<file path="config.mk">
export PLATFORM = sky130hd
export DESIGN_NAME = a64dp_queue
export DESIGN_NICKNAME = d
export VERILOG_FILES = /design/src/rtl/a64dp_pkg.sv /design/src/rtl/a64dp_queue.sv
export VERILOG_INCLUDE_DIRS = /design/src /design/src/rtl
export SDC_FILE = /design/constraint.sdc
export NUM_CORES = 1
export LEC_CHECK = 0
export BUFFER_PORTS_ARGS = -buffer_cell sky130_fd_sc_hd__buf_2
export CAP_MARGIN = 20
export CORE_MARGIN = 5
export CORE_UTILIZATION = 45
export CTS_CLUSTER_SIZE = 12
export DETAILED_ROUTE_END_ITERATION = 6
export GPL_ROUTABILITY_DRIVEN = 0
export PLACE_DENSITY = 0.78
export SYNTH_ARGS = -nofsm -noshare
export SYNTH_HDL_FRONTEND = slang
export SYNTH_SLANG_ARGS = --single-unit
export TNS_END_PERCENT = 100
</file>
<file path="constraint.sdc">
create_clock -name clk -period 18.1 [get_ports clk]
set_clock_uncertainty 0.1 [all_clocks]
set_input_delay 3.62 -clock clk [delete_from_list [all_inputs] [get_ports clk]]
set_output_delay 3.62 -clock clk [all_outputs]
set_load 0.01 [all_outputs]
</file>
<file path="src/rtl/assert_macros.svh">
// Assertion macros shared by the RTL of the data-processing execute block.
// Files that check their own logic include this header by its bare name.
`ifndef ASSERT_MACROS_SVH
`define ASSERT_MACROS_SVH
`ifndef ASSERT_OFF
// Property must hold at every clock edge outside reset.
`define A64_ASSERT(lbl, clk, rst, prop, msg) \
  lbl: assert property (@(posedge clk) disable iff (rst) (prop)) else $error(msg);
// Condition must never be seen outside reset.
`define A64_NEVER(lbl, clk, rst, cond, msg) \
  lbl: assert property (@(posedge clk) disable iff (rst) !(cond)) else $error(msg);
`else
`define A64_ASSERT(lbl, clk, rst, prop, msg)
`define A64_NEVER(lbl, clk, rst, cond, msg)
`endif
`endif

</file>
<file path="src/rtl/a64dp_pkg.sv">
// Types, codes and helpers for the AArch64 data-processing execute block.
// No dependencies; the front, queue, back and top RTL files refer to it by scoped names.
`timescale 1ns / 1ps
`default_nettype none
package a64dp_pkg;

  // instruction bit positions
  localparam int unsigned M_BIT           = 28;
  localparam int unsigned OPR_BIT         = 24;
  localparam int unsigned N_BIT           = 21;
  localparam int unsigned SF_BIT          = 31;
  localparam int unsigned MSUB_BIT        = 15;

  typedef enum logic [1:0] {
    CLS_LOGIC = 2'd0,
    CLS_ARITH = 2'd1,
    CLS_MUL   = 2'd2
  } op_class_t;

  typedef enum logic [1:0] {
    SH_LSL = 2'd0,
    SH_LSR = 2'd1,
    SH_ASR = 2'd2,
    SH_ROR = 2'd3
  } shift_t;

  // logical opc codes
  localparam logic [1:0] LOP_AND  = 2'd0;
  localparam logic [1:0] LOP_ORR  = 2'd1;
  localparam logic [1:0] LOP_EOR  = 2'd2;
  localparam logic [1:0] LOP_ANDS = 2'd3;

  // arithmetic opc bits
  localparam int unsigned AOPC_SUB_BIT  = 1;
  localparam int unsigned AOPC_SETF_BIT = 0;

  // decoded item, as held between front and back
  typedef struct packed {
    logic [4:0]  rd;
    logic        wide;
    op_class_t   cls;
    logic [1:0]  opc;
    shift_t      stype;
    logic [5:0]  amt;
    logic        nbit;
    logic        msub;
    logic [63:0] rn;
    logic [63:0] rm;
    logic [63:0] ra;
  } dec_item_t;

  function automatic logic [63:0] width_mask(logic wide, logic [63:0] v);
    return wide ? v : {32'b0, v[31:0]};
  endfunction

  function automatic logic sign_of(logic wide, logic [63:0] v);
    return wide ? v[63] : v[31];
  endfunction

endpackage
`default_nettype wire

</file>
<file path="src/rtl/a64dp_queue.sv">
// Small FIFO of decoded items between front and back.
// Depends on a64dp_pkg and assert_macros.svh.
`timescale 1ns / 1ps
`default_nettype none
`include "assert_macros.svh"
module a64dp_queue #(
  parameter int unsigned DEPTH = 2
) (
  input  wire                        clk,
  input  wire                        rst,
  input  wire                        push,
  input  wire a64dp_pkg::dec_item_t  push_item,
  output logic                       push_ready,
  output logic                       pop_valid,
  output a64dp_pkg::dec_item_t       pop_item,
  input  wire                        pop
);
  localparam int unsigned PW = (DEPTH > 1) ? $clog2(DEPTH) : 1;
  localparam int unsigned CW = $clog2(DEPTH + 1);
  localparam logic [PW-1:0] LAST = PW'(DEPTH - 1);
  localparam logic [CW-1:0] FULL = CW'(DEPTH);

  a64dp_pkg::dec_item_t mem [DEPTH];
  logic [PW-1:0] wr_ptr;
  logic [PW-1:0] rd_ptr;
  logic [CW-1:0] count;
  logic          do_push;
  logic          do_pop;

  assign push_ready = (count != FULL);
  assign pop_valid  = (count != '0);
  assign pop_item   = mem[rd_ptr];
  assign do_push    = push && push_ready;
  assign do_pop     = pop && pop_valid;

  always_ff @(posedge clk) begin
    if (do_push) begin
      mem[wr_ptr] <= push_item;
    end
  end

  always_ff @(posedge clk) begin
    if (rst) begin
      wr_ptr <= '0;
      rd_ptr <= '0;
      count  <= '0;
    end else begin
      if (do_push) begin
        wr_ptr <= (wr_ptr == LAST) ? '0 : wr_ptr + 1'b1;
      end
      if (do_pop) begin
        rd_ptr <= (rd_ptr == LAST) ? '0 : rd_ptr + 1'b1;
      end
      case ({do_push, do_pop})
        2'b10:   count <= count + 1'b1;
        2'b01:   count <= count - 1'b1;
        default: count <= count;
      endcase
    end
  end

  `A64_ASSERT(q_count_range, clk, rst, count <= FULL, "queue count beyond depth")
  `A64_ASSERT(q_count_up, clk, rst,
    (do_push && !do_pop) |=> (count == $past(count) + 1'b1), "count did not rise on push")
  `A64_NEVER(q_pop_empty, clk, rst, pop && !pop_valid, "pop from empty queue")

endmodule
`default_nettype wire

</file>
==> impl_metrics.csv <==
group,metric,value,unit
setup_path,r2r-end,"mem[0][150]",
logic_synthesis,synth_top_family_by_area,"multiplexers",
power,powerDensity,143,nW/um^2
drt,routedWlPerCell,19.8,um
logic_synthesis,synth_most_common_cell,"edfxtp_1",
power,peakVddDrop,0.000140,V
global_routing,grt_max_degree,137,
logic_synthesis,yosys.area_share.adder,0.000803,
hold_path,worstHoldPathCells,2,
setup_path,reg2reg_slack,15.00,ns
timing,maxSlewViolCount,0,
global_routing,antenna_found_initial,4,
cells_and_area,finish.instance_area,19400,sq um
clock_tree,clockBufferDepth,3,
clock_tree,post_cts_buffers,0,
cells_and_area,multi_input_area,2510,sq um
setup_path,worstPathRequired,14.38,ns
clock_tree,cts_tree,"yes",
placement,dp_slack,11.86,ns
logic_synthesis,synth_cells,684,
placement,dp.cells,1549,
logic_synthesis,synth_mux_area_frac,0.153,
logic_synthesis,async_reset_ff_frac,0,
die,die_w,196,um
drt,drt_pass1_iterations,4,
timing,tns,0,ns
logic_synthesis,ys_seq_area_frac,0.823,
logic_synthesis,synth_top_area_frac,0.817,
logic_synthesis,synth.distinct_cells,20,
setup_path,path_max_fanout,76,
cells_and_area,final_cells,1623,
timing,fin_crit,6.78,ns
drt,totalWireLength,32100,um
die,core_area,34400,sq um
clock_tree,cts.sinks,429,
setup_path,critPathKind,"flip-flop to primary output",
hold_path,hp-class,"flip-flop to flip-flop",
placement,numPortBuffers,429,
cells_and_area,register_area,12800,sq um
clock_tree,numCtsBuffers,44,
setup_path,cp-end-kind,"primary output",
timing,worst_slew_pin_slew,1.05,ns
logic_synthesis,synth_area_leaders,"edfxtp_1, mux2_2, buf_6",
placement,place_hpwl,21600,um
drt,viasPerCell,4.89,
timing,max_clock_freq,0.148,GHz
logic_synthesis,synth_common_cells,"edfxtp_1, mux2_2, buf_6",
timing,fin_crit_sh,0.374,
logic_synthesis,syn_nets,901,
clock_tree,cts_resized,0,
power,power.total,2.77,mW
setup_path,reg2reg_from,"count[0]",
cells_and_area,nets,1357,
timing,rsz0062_at_grt,"no",
setup_path,start_kind,"flip-flop",
drt,drc,0,
die,die_h,196,um
logic_synthesis,synth.avg_cell_area,22.8,sq um
clock_tree,hold_buffers,0,
setup_path,reg2reg_depth,4,
cells_and_area,fill_cells,2594,
power,p_leak,7.15,nW
logic_synthesis,synth_compound_area_frac,0.00209,
hold_path,holdPathEnd,"count[1]",
die,initial_core_util,0.453,
logic_synthesis,synth_xor_area_frac,0.00169,
logic_synthesis,ys_warn_count,0,
clock_tree,cts-root-buf,"clkbuf_16",
global_routing,grt_use_total,0.161,
logic_synthesis,synth_edf_count,424,
clock_tree,worstSkewPairLatency,0.55,ns
drt,detail-route-antenna-nets,0,
logic_synthesis,synth-seq-cells,429,
cells_and_area,area_delta_synth_final,24.3,%
timing,setup_viol,0,
global_routing,gr-total-overflow,0,
die,ios,430,
timing,hold_viol,0,
setup_path,cp_data_arrival_time,3.06,ns
placement,placed_area,18100,sq um
logic_synthesis,ys.flop_type,"edfxtp_1",
timing,slew_headroom,0.301,
timing,setup_slack,11.32,ns
drt,drtIter0Drc,335,
logic_synthesis,synth_area_leader_cell,"edfxtp_1",
die,rows,68,
clock_tree,path_clk_slew,0.06,ns
die,die_area,38500,sq um
logic_synthesis,synthSimpleGateAreaFrac,0.00305,
global_routing,grt_pass1_vias,8563,
clock_tree,htree_levels,2,
cells_and_area,drive_above_1_share,0.603,
status,status,"complete, no violations",
hold_path,min-delay-start,"count[1]",
run,cap_violations,0,
drt,vias,7937,
logic_synthesis,synth_area,15600,sq um
global_routing,grt_pass1_wl,48100,um
[layout by cell type, fill, tap and decap left out, drive strengths merged]
cell type	synthesis	layout
buf	24	434
edfxtp	424	424
mux2	212	212
clkbuf	0	62
dfxtp	5	5
clkinv	0	5
inv	1	4
diode	0	3
nor2	3	3
xnor2	2	2
a21oi	2	2
o21a	1	1
or2	1	1
nand2b	1	1
nand2	1	1
and3	1	1
nand3b	1	1
xor2	1	1
a21bo	1	1
o21ai	1	1
or3	1	1
ha	1	1
clkinvlp	0	1
[worst max path at each step]
stage / from / endpoint / slack, ns / cells past startpoint
final: flip-flop / pop_item[199] / 11.32 / 3
after global routing: flip-flop / pop_item[199] / 11.14 / 3
after CTS: flip-flop / pop_item[199] / 11.24 / 3
after detailed placement: flip-flop / pop_item[199] / 11.86 / 3
after global placement: flip-flop / pop_item[199] / 11.85 / 3
after floorplan: push / mem[1][0] / 8.89 / 1
[sequential cells by signal, indices dropped and copies added (netlist names), named ones only]
signal,cells
count,2
rd_ptr,1
wr_ptr,1
mem,424
[metal layers]
layer	vias up	share of wire	GRT usage
met1	3896	0.36	0.183
met5	-	0.00065	0
met2	327	0.51	0.278
met3	70	0.098	0.0596
met4	4	0.031	0.0649
li1	3640	-	-
[cell families after synthesis]
family,count (synthesis)
xor+xnor,3
fa+ha+maj,1
simple gates,9
flops,429
mux,212
buf+inv,25
compound gates,5
[critical path: stages (launching register included)]
cell	delay, ns
dfxtp_4	0.96
buf_4	0.85
mux2_2	0.44
buf_2	0.14
[per-stage QoR]
step,hold slack (ns),utilization
detailed placement,0.398,0.527
global placement,0.394,0.527
floorplan,0.374,-
global route,0.462,0.563
finish,0.416,0.564
CTS,0.421,0.563
[report_power, final]
| group | total (mW) | internal (mW) | leakage, nW | switching (mW) |
|---|---|---|---|---|
| combinational | 0.666 | 0.309 | 2.54 | 0.357 |
| clock | 0.796 | 0.456 | 0.603 | 0.341 |
| sequential | 1.31 | 1.26 | 4.01 | 0.0520 |
[cell type report]
| cell class | instances | share of cell area |
|---|---|---|
| clock inverter | 9 | 0.00310 |
| timing repair buffer | 434 | 0.113 |
| sequential | 429 | 0.663 |
| multi-input combinational | 230 | 0.130 |
| tap | 455 | 0.0294 |
| inverter | 1 | 0.000581 |
| clock buffer | 62 | 0.0614 |
| antenna | 3 | 0.000388 |
No activity file was read; power rests on OpenSTA's default activity.
