### src/rtl/assert_macros.svh
// Assertion macros shared by the RTL of the data-processing execute block.
// Files that check their own logic include this header by its bare name.
`ifndef ASSERT_MACROS_SVH
`define ASSERT_MACROS_SVH
`ifndef ASSERT_OFF
// Property must hold at every clock edge outside reset.
`define A64_ASSERT(lbl, clk, rst, prop, msg) \
  lbl: assert property (@(posedge clk) disable iff (rst) (prop)) else $error(msg);
// Condition must never be seen outside reset.
`define A64_NEVER(lbl, clk, rst, cond, msg) \
  lbl: assert property (@(posedge clk) disable iff (rst) !(cond)) else $error(msg);
`else
`define A64_ASSERT(lbl, clk, rst, prop, msg)
`define A64_NEVER(lbl, clk, rst, cond, msg)
`endif
`endif

### src/rtl/a64dp_pkg.sv
// Types, codes and helpers for the AArch64 data-processing execute block.
// No dependencies; the front, queue, back and top RTL files refer to it by scoped names.
`timescale 1ns / 1ps
`default_nettype none
package a64dp_pkg;

  // instruction bit positions
  localparam int unsigned M_BIT           = 28;
  localparam int unsigned OPR_BIT         = 24;
  localparam int unsigned N_BIT           = 21;
  localparam int unsigned SF_BIT          = 31;
  localparam int unsigned MSUB_BIT        = 15;

  typedef enum logic [1:0] {
    CLS_LOGIC = 2'd0,
    CLS_ARITH = 2'd1,
    CLS_MUL   = 2'd2
  } op_class_t;

  typedef enum logic [1:0] {
    SH_LSL = 2'd0,
    SH_LSR = 2'd1,
    SH_ASR = 2'd2,
    SH_ROR = 2'd3
  } shift_t;

  // logical opc codes
  localparam logic [1:0] LOP_AND  = 2'd0;
  localparam logic [1:0] LOP_ORR  = 2'd1;
  localparam logic [1:0] LOP_EOR  = 2'd2;
  localparam logic [1:0] LOP_ANDS = 2'd3;

  // arithmetic opc bits
  localparam int unsigned AOPC_SUB_BIT  = 1;
  localparam int unsigned AOPC_SETF_BIT = 0;

  // decoded item, as held between front and back
  typedef struct packed {
    logic [4:0]  rd;
    logic        wide;
    op_class_t   cls;
    logic [1:0]  opc;
    shift_t      stype;
    logic [5:0]  amt;
    logic        nbit;
    logic        msub;
    logic [63:0] rn;
    logic [63:0] rm;
    logic [63:0] ra;
  } dec_item_t;

  function automatic logic [63:0] width_mask(logic wide, logic [63:0] v);
    return wide ? v : {32'b0, v[31:0]};
  endfunction

  function automatic logic sign_of(logic wide, logic [63:0] v);
    return wide ? v[63] : v[31];
  endfunction

endpackage
`default_nettype wire

### src/rtl/a64dp_if.sv
// Valid/ready channel interfaces for the execute block: instruction in, result out.
// Standalone; no package dependency.
`timescale 1ns / 1ps
`default_nettype none
interface a64dp_in_if;
  logic        valid;
  logic        ready;
  logic [31:0] instruction_word;
  logic [63:0] first_operand;
  logic [63:0] second_operand;
  logic [63:0] addend_operand;

  modport source (output valid, output instruction_word, output first_operand,
                  output second_operand, output addend_operand, input ready);
  modport sink   (input valid, input instruction_word, input first_operand,
                  input second_operand, input addend_operand, output ready);
endinterface

`default_nettype wire

### src/rtl/a64dp_front.sv
// Front end: accepts instruction items, decodes class, width and shift, masks operands.
// Depends on a64dp_pkg and the channel interfaces in a64dp_if.sv.
`timescale 1ns / 1ps
`default_nettype none
module a64dp_front (
  input  wire                   clk,
  input  wire                   rst,
  a64dp_in_if.sink              in_ch,
  output logic                  dec_valid,
  output a64dp_pkg::dec_item_t  dec_item,
  input  wire                   dec_ready
);
  a64dp_pkg::dec_item_t item_next;
  logic [31:0]          ins;
  logic                 wide;

  assign ins   = in_ch.instruction_word;
  assign wide  = ins[a64dp_pkg::SF_BIT];
  assign in_ch.ready = !dec_valid || dec_ready;

  always_comb begin
    item_next.rd    = ins[4:0];
    item_next.wide  = wide;
    if (ins[a64dp_pkg::M_BIT]) begin
      item_next.cls = a64dp_pkg::CLS_MUL;
    end else if (ins[a64dp_pkg::OPR_BIT]) begin
      item_next.cls = a64dp_pkg::CLS_ARITH;
    end else begin
      item_next.cls = a64dp_pkg::CLS_LOGIC;
    end
    item_next.opc   = ins[30:29];
    item_next.stype = a64dp_pkg::shift_t'(ins[23:22]);
    // narrow forms use only the low five bits of the amount
    item_next.amt   = wide ? ins[15:10] : {1'b0, ins[14:10]};
    item_next.nbit  = ins[a64dp_pkg::N_BIT];
    item_next.msub  = ins[a64dp_pkg::MSUB_BIT];
    item_next.rn    = a64dp_pkg::width_mask(wide, in_ch.first_operand);
    item_next.rm    = a64dp_pkg::width_mask(wide, in_ch.second_operand);
    item_next.ra    = a64dp_pkg::width_mask(wide, in_ch.addend_operand);
  end

  always_ff @(posedge clk) begin
    if (in_ch.valid && in_ch.ready) begin
      dec_item <= item_next;
    end
  end

  always_ff @(posedge clk) begin
    if (rst) begin
      dec_valid <= 1'b0;
    end else if (in_ch.ready) begin
      dec_valid <= in_ch.valid;
    end
  end

endmodule
`default_nettype wire

### src/flat_wrapper.sv
// flat-port wrapper written by rule: the top's interface ports become plain ports
module a64dp_front_flat 
  (clk, rst, dec_valid, dec_item, dec_ready, in_ch_valid, in_ch_instruction_word, in_ch_first_operand, in_ch_second_operand, in_ch_addend_operand, in_ch_ready);
  a64dp_in_if in_ch_i ();
  input  wire clk;
  input  wire rst;
  output logic dec_valid;
  output a64dp_pkg::dec_item_t dec_item;
  input  wire dec_ready;
  input wire logic [$bits(in_ch_i.valid)-1:0] in_ch_valid;
  input wire logic [$bits(in_ch_i.instruction_word)-1:0] in_ch_instruction_word;
  input wire logic [$bits(in_ch_i.first_operand)-1:0] in_ch_first_operand;
  input wire logic [$bits(in_ch_i.second_operand)-1:0] in_ch_second_operand;
  input wire logic [$bits(in_ch_i.addend_operand)-1:0] in_ch_addend_operand;
  output wire logic [$bits(in_ch_i.ready)-1:0] in_ch_ready;
  assign in_ch_i.valid = in_ch_valid;
  assign in_ch_i.instruction_word = in_ch_instruction_word;
  assign in_ch_i.first_operand = in_ch_first_operand;
  assign in_ch_i.second_operand = in_ch_second_operand;
  assign in_ch_i.addend_operand = in_ch_addend_operand;
  assign in_ch_ready = in_ch_i.ready;
  a64dp_front u_core (.clk(clk), .rst(rst), .in_ch(in_ch_i), .dec_valid(dec_valid), .dec_item(dec_item), .dec_ready(dec_ready));
endmodule
### config.mk
export PLATFORM = sky130hd
export DESIGN_NAME = a64dp_front_flat
export DESIGN_NICKNAME = d
export VERILOG_FILES = /design/src/rtl/assert_macros.svh /design/src/rtl/a64dp_pkg.sv /design/src/rtl/a64dp_if.sv /design/src/rtl/a64dp_front.sv /design/src/flat_wrapper.sv
export SDC_FILE = /design/constraint.sdc
export NUM_CORES = 1
export LEC_CHECK = 0
export BUFFER_PORTS_ARGS = -buffer_cell sky130_fd_sc_hd__buf_2
export CORE_AREA = 4 4 168 170
export CTS_BUF_LIST = sky130_fd_sc_hd__clkbuf_4 sky130_fd_sc_hd__clkbuf_8 sky130_fd_sc_hd__clkbuf_16
export DETAILED_ROUTE_END_ITERATION = 7
export DIE_AREA = 0 0 172 174
export PLACE_DENSITY = 0.58
export SETUP_SLACK_MARGIN = 0.15
export SLEW_MARGIN = 20
export SYNTH_ARGS = -nofsm -noshare
export SYNTH_HDL_FRONTEND = slang
export SYNTH_SLANG_ARGS = --single-unit
### constraint.sdc
create_clock -name clk -period 9.8 [get_ports clk]
set_clock_uncertainty 0.2 [all_clocks]
set_input_delay 1.47 -clock clk [delete_from_list [all_inputs] [get_ports clk]]
set_output_delay 1.47 -clock clk [all_outputs]
set_load 0.02 [all_outputs]
==> impl_metrics.yaml <==
min_path:
  hold_end: "u_core.dec_valid$_SDFFE_PP0P_"
  min-delay-start: "u_core.dec_valid$_SDFFE_PP0P_"
  hold_depth: 2
  hold_class: "reg -> reg"
pwr:
  p_per_area_nw_per_um2: 205
  p_leak_nw: 4.45
  ir_drop_mv: 0.110
  p_total_mw: 2.13
routing:
  dr.pass1.iters: 4
  ant_nets: 0
  routed_wl_um: 20000
  drc: 0
  wl_per_cell_um: 17.7
  routed_via_density: 4.03
  vias: 4558
  drt_first_iter_violations: 183
floorplanning:
  dieArea_um2: 29900
  initial_core_util_pct: 26.5
  num_rows: 60
  ioPinCount: 442
  fp.dieH_um: 174
  die_w_um: 172
  coreArea_um2: 26700
layout:
  design_area_um2: 10300
  nNetsFinal: 1000
  area_growth_pct: 45.9
  fin_cells: 1130
  drive_above_1_share_pct: 59.0
  fillers: 2554
  fin_util_pct: 38.7
clock_tree:
  cts_setup_buffers: 0
  clock_sinks: 213
  cts_tree: "done"
  cts.repair.resized: 0
  postCtsHoldBufs: 0
  cts_root_buffer: "clkbuf_16"
  clk_latency_ps: 500
  clk_path_buf_depth: 3
  cts_made_buffers: 24
  htreeDepth: 1
  path_clk_slew_ps: 50
placement:
  port_buffers: 428
  post-place-ws_ps: 5820
  hpwlAfterDp_um: 15200
  placed_area_um2: 9610
  dpl.cell_count: 1087
  routabilityCongestion: 0.776
timing:
  rsz0062_at_grt: "no"
  timing.final.crit_share_pct: 36.3
  finalSetupViolCount: 0
  drv_slew: 0
  hold_slack_ps: 325
  fmax_mhz: 281
  hold_viol_final: 0
  worstMarginPinSlew_ps: 1050
  setup_slack_ps: 6240
  slew_headroom_pct: 29.9
  fin_crit_ps: 3560
  setup-tns-final_ps: 0
grt:
  grt_start_max_net_pins: 81
  grt_pass1_wl_um: 28400
  grt-busiest-layer: "met2"
  antenna_found_initial: 7
  met2_usage_pct: 22.2
  grt_pass1_vias: 4851
  use_met3_pct: 4.80
  grtUsageMet1_pct: 13.4
  grt.overflow.total: 0
  grt_use_total_pct: 12.5
run_status:
  status: "completed"
setup_path:
  crit_required_ps: 8130
  crit_path_start_kind: "input port"
  r2r_cells: 3
  path_class: "in -> out"
  worstPathMaxFanout: 3
  r2r_slack_ps: 7130
  cp-end-kind: "primary output"
  crit_arrival_ps: 1890
  reg2reg_to: "u_core.dec_item[69]$_DFFE_PP_"
  timing.rr.start: "u_core.dec_valid$_SDFFE_PP0P_"
flow_run:
  cap_violations: 0
synth:
  synthCells: 325
  syn_area_um2: 7100
  ys_seq_elements: 213
  ys.warnings.count: 0
  ys_seq_area_share_pct: 90.0
  avgSynthCellArea_um2: 21.8
  synth_cell_types: 9
  syn_nets: 553
[where the power goes]
group / switching, mW / internal (mW) / leakage (nW)
clock network: 0.332 / 0.499 / 0.362
logic: 0.136 / 0.0754 / 2.00
registers: 0.0128 / 1.07 / 2.09
total: 0.482 / 1.64 / 4.45
[cell usage after synthesis]
master    instances  area [um2]
nor2b_1           1        6.26
dfxtp_1           1        20.0
edfxtp_1        212        6370
buf_6             4        45.0
buf_2             6        30.0
a21oi_1           1        5.00
nand2b_1          1        6.26
and2_1           98         613
inv_1             1        3.75
[kinds of logic (layout without fill, tap and decap cells)]
| logic type | count (synthesis) | count (layout) | share of synthesized area, % |
|---|---|---|---|
| flops | 213 | 213 | 90.0 |
| simple gates | 100 | 100 | 8.82 |
| buf+inv | 11 | 472 | 1.11 |
| compound gates | 1 | 1 | 0.0705 |
| other cells | 0 | 3 | 0 |
[how the worst max path moves through the flow]
stage | endpoint | slack (ps) | depth (start not counted) | start
2_1_floorplan | u_core.dec_item[0]$_DFFE_PP_ | 2410 | 2 | dec_ready
3_3_place_gp | u_core.dec_item[124]$_SDFFCE_PN0P_ | 5870 | 4 | dec_ready
3_5_place_dp | u_core.dec_item[17]$_DFFE_PP_ | 5820 | 4 | dec_ready
4_1_cts | in_ch_ready | 6240 | 3 | dec_ready
5_1_grt | in_ch_ready | 6210 | 3 | dec_ready
6_report | in_ch_ready | 6240 | 3 | dec_ready
[critical path, cell delays in order]
cell and delay, ps:
buf_2 90, nand2b_1 160, buf_2 170
[flip-flops by register name, summed over array words and instances, names as in the netlist]
name	flops
u_core.dec_item	212
u_core.dec_valid	1
[routing by layer]
| metal | wire length [um] | up-vias |
|---|---|---|
| li1 | - | 2101 |
| met1 | 6820 | 2107 |
| met2 | 10200 | 305 |
| met3 | 2430 | 41 |
| met4 | 578 | 4 |
| met5 | 26 | - |
[placed cells by master (no fill, tap or decap), types with 3 or more instances in the layout]
cell type / n
buf_2: 428
buf_4: 3
edfxtp_1: 212
diode_2: 3
and2_1: 97
clkbuf_16: 25
clkbuf_4: 5
clkinv_1: 8
[area by class of cell]
type                            count  area, um2  area share (%)
Antenna cell                        3       7.51          0.0725
Clock inverter                     10       65.1           0.629
Tap cell                          341        427            4.12
Multi-Input combinational cell    101        633            6.12
Timing Repair Buffer              431       2160            20.9
Sequential cell                   213       6390            61.7
Inverter                            1       3.75          0.0363
Clock buffer                       30        663            6.41
(Power assumes the default switching activity.)
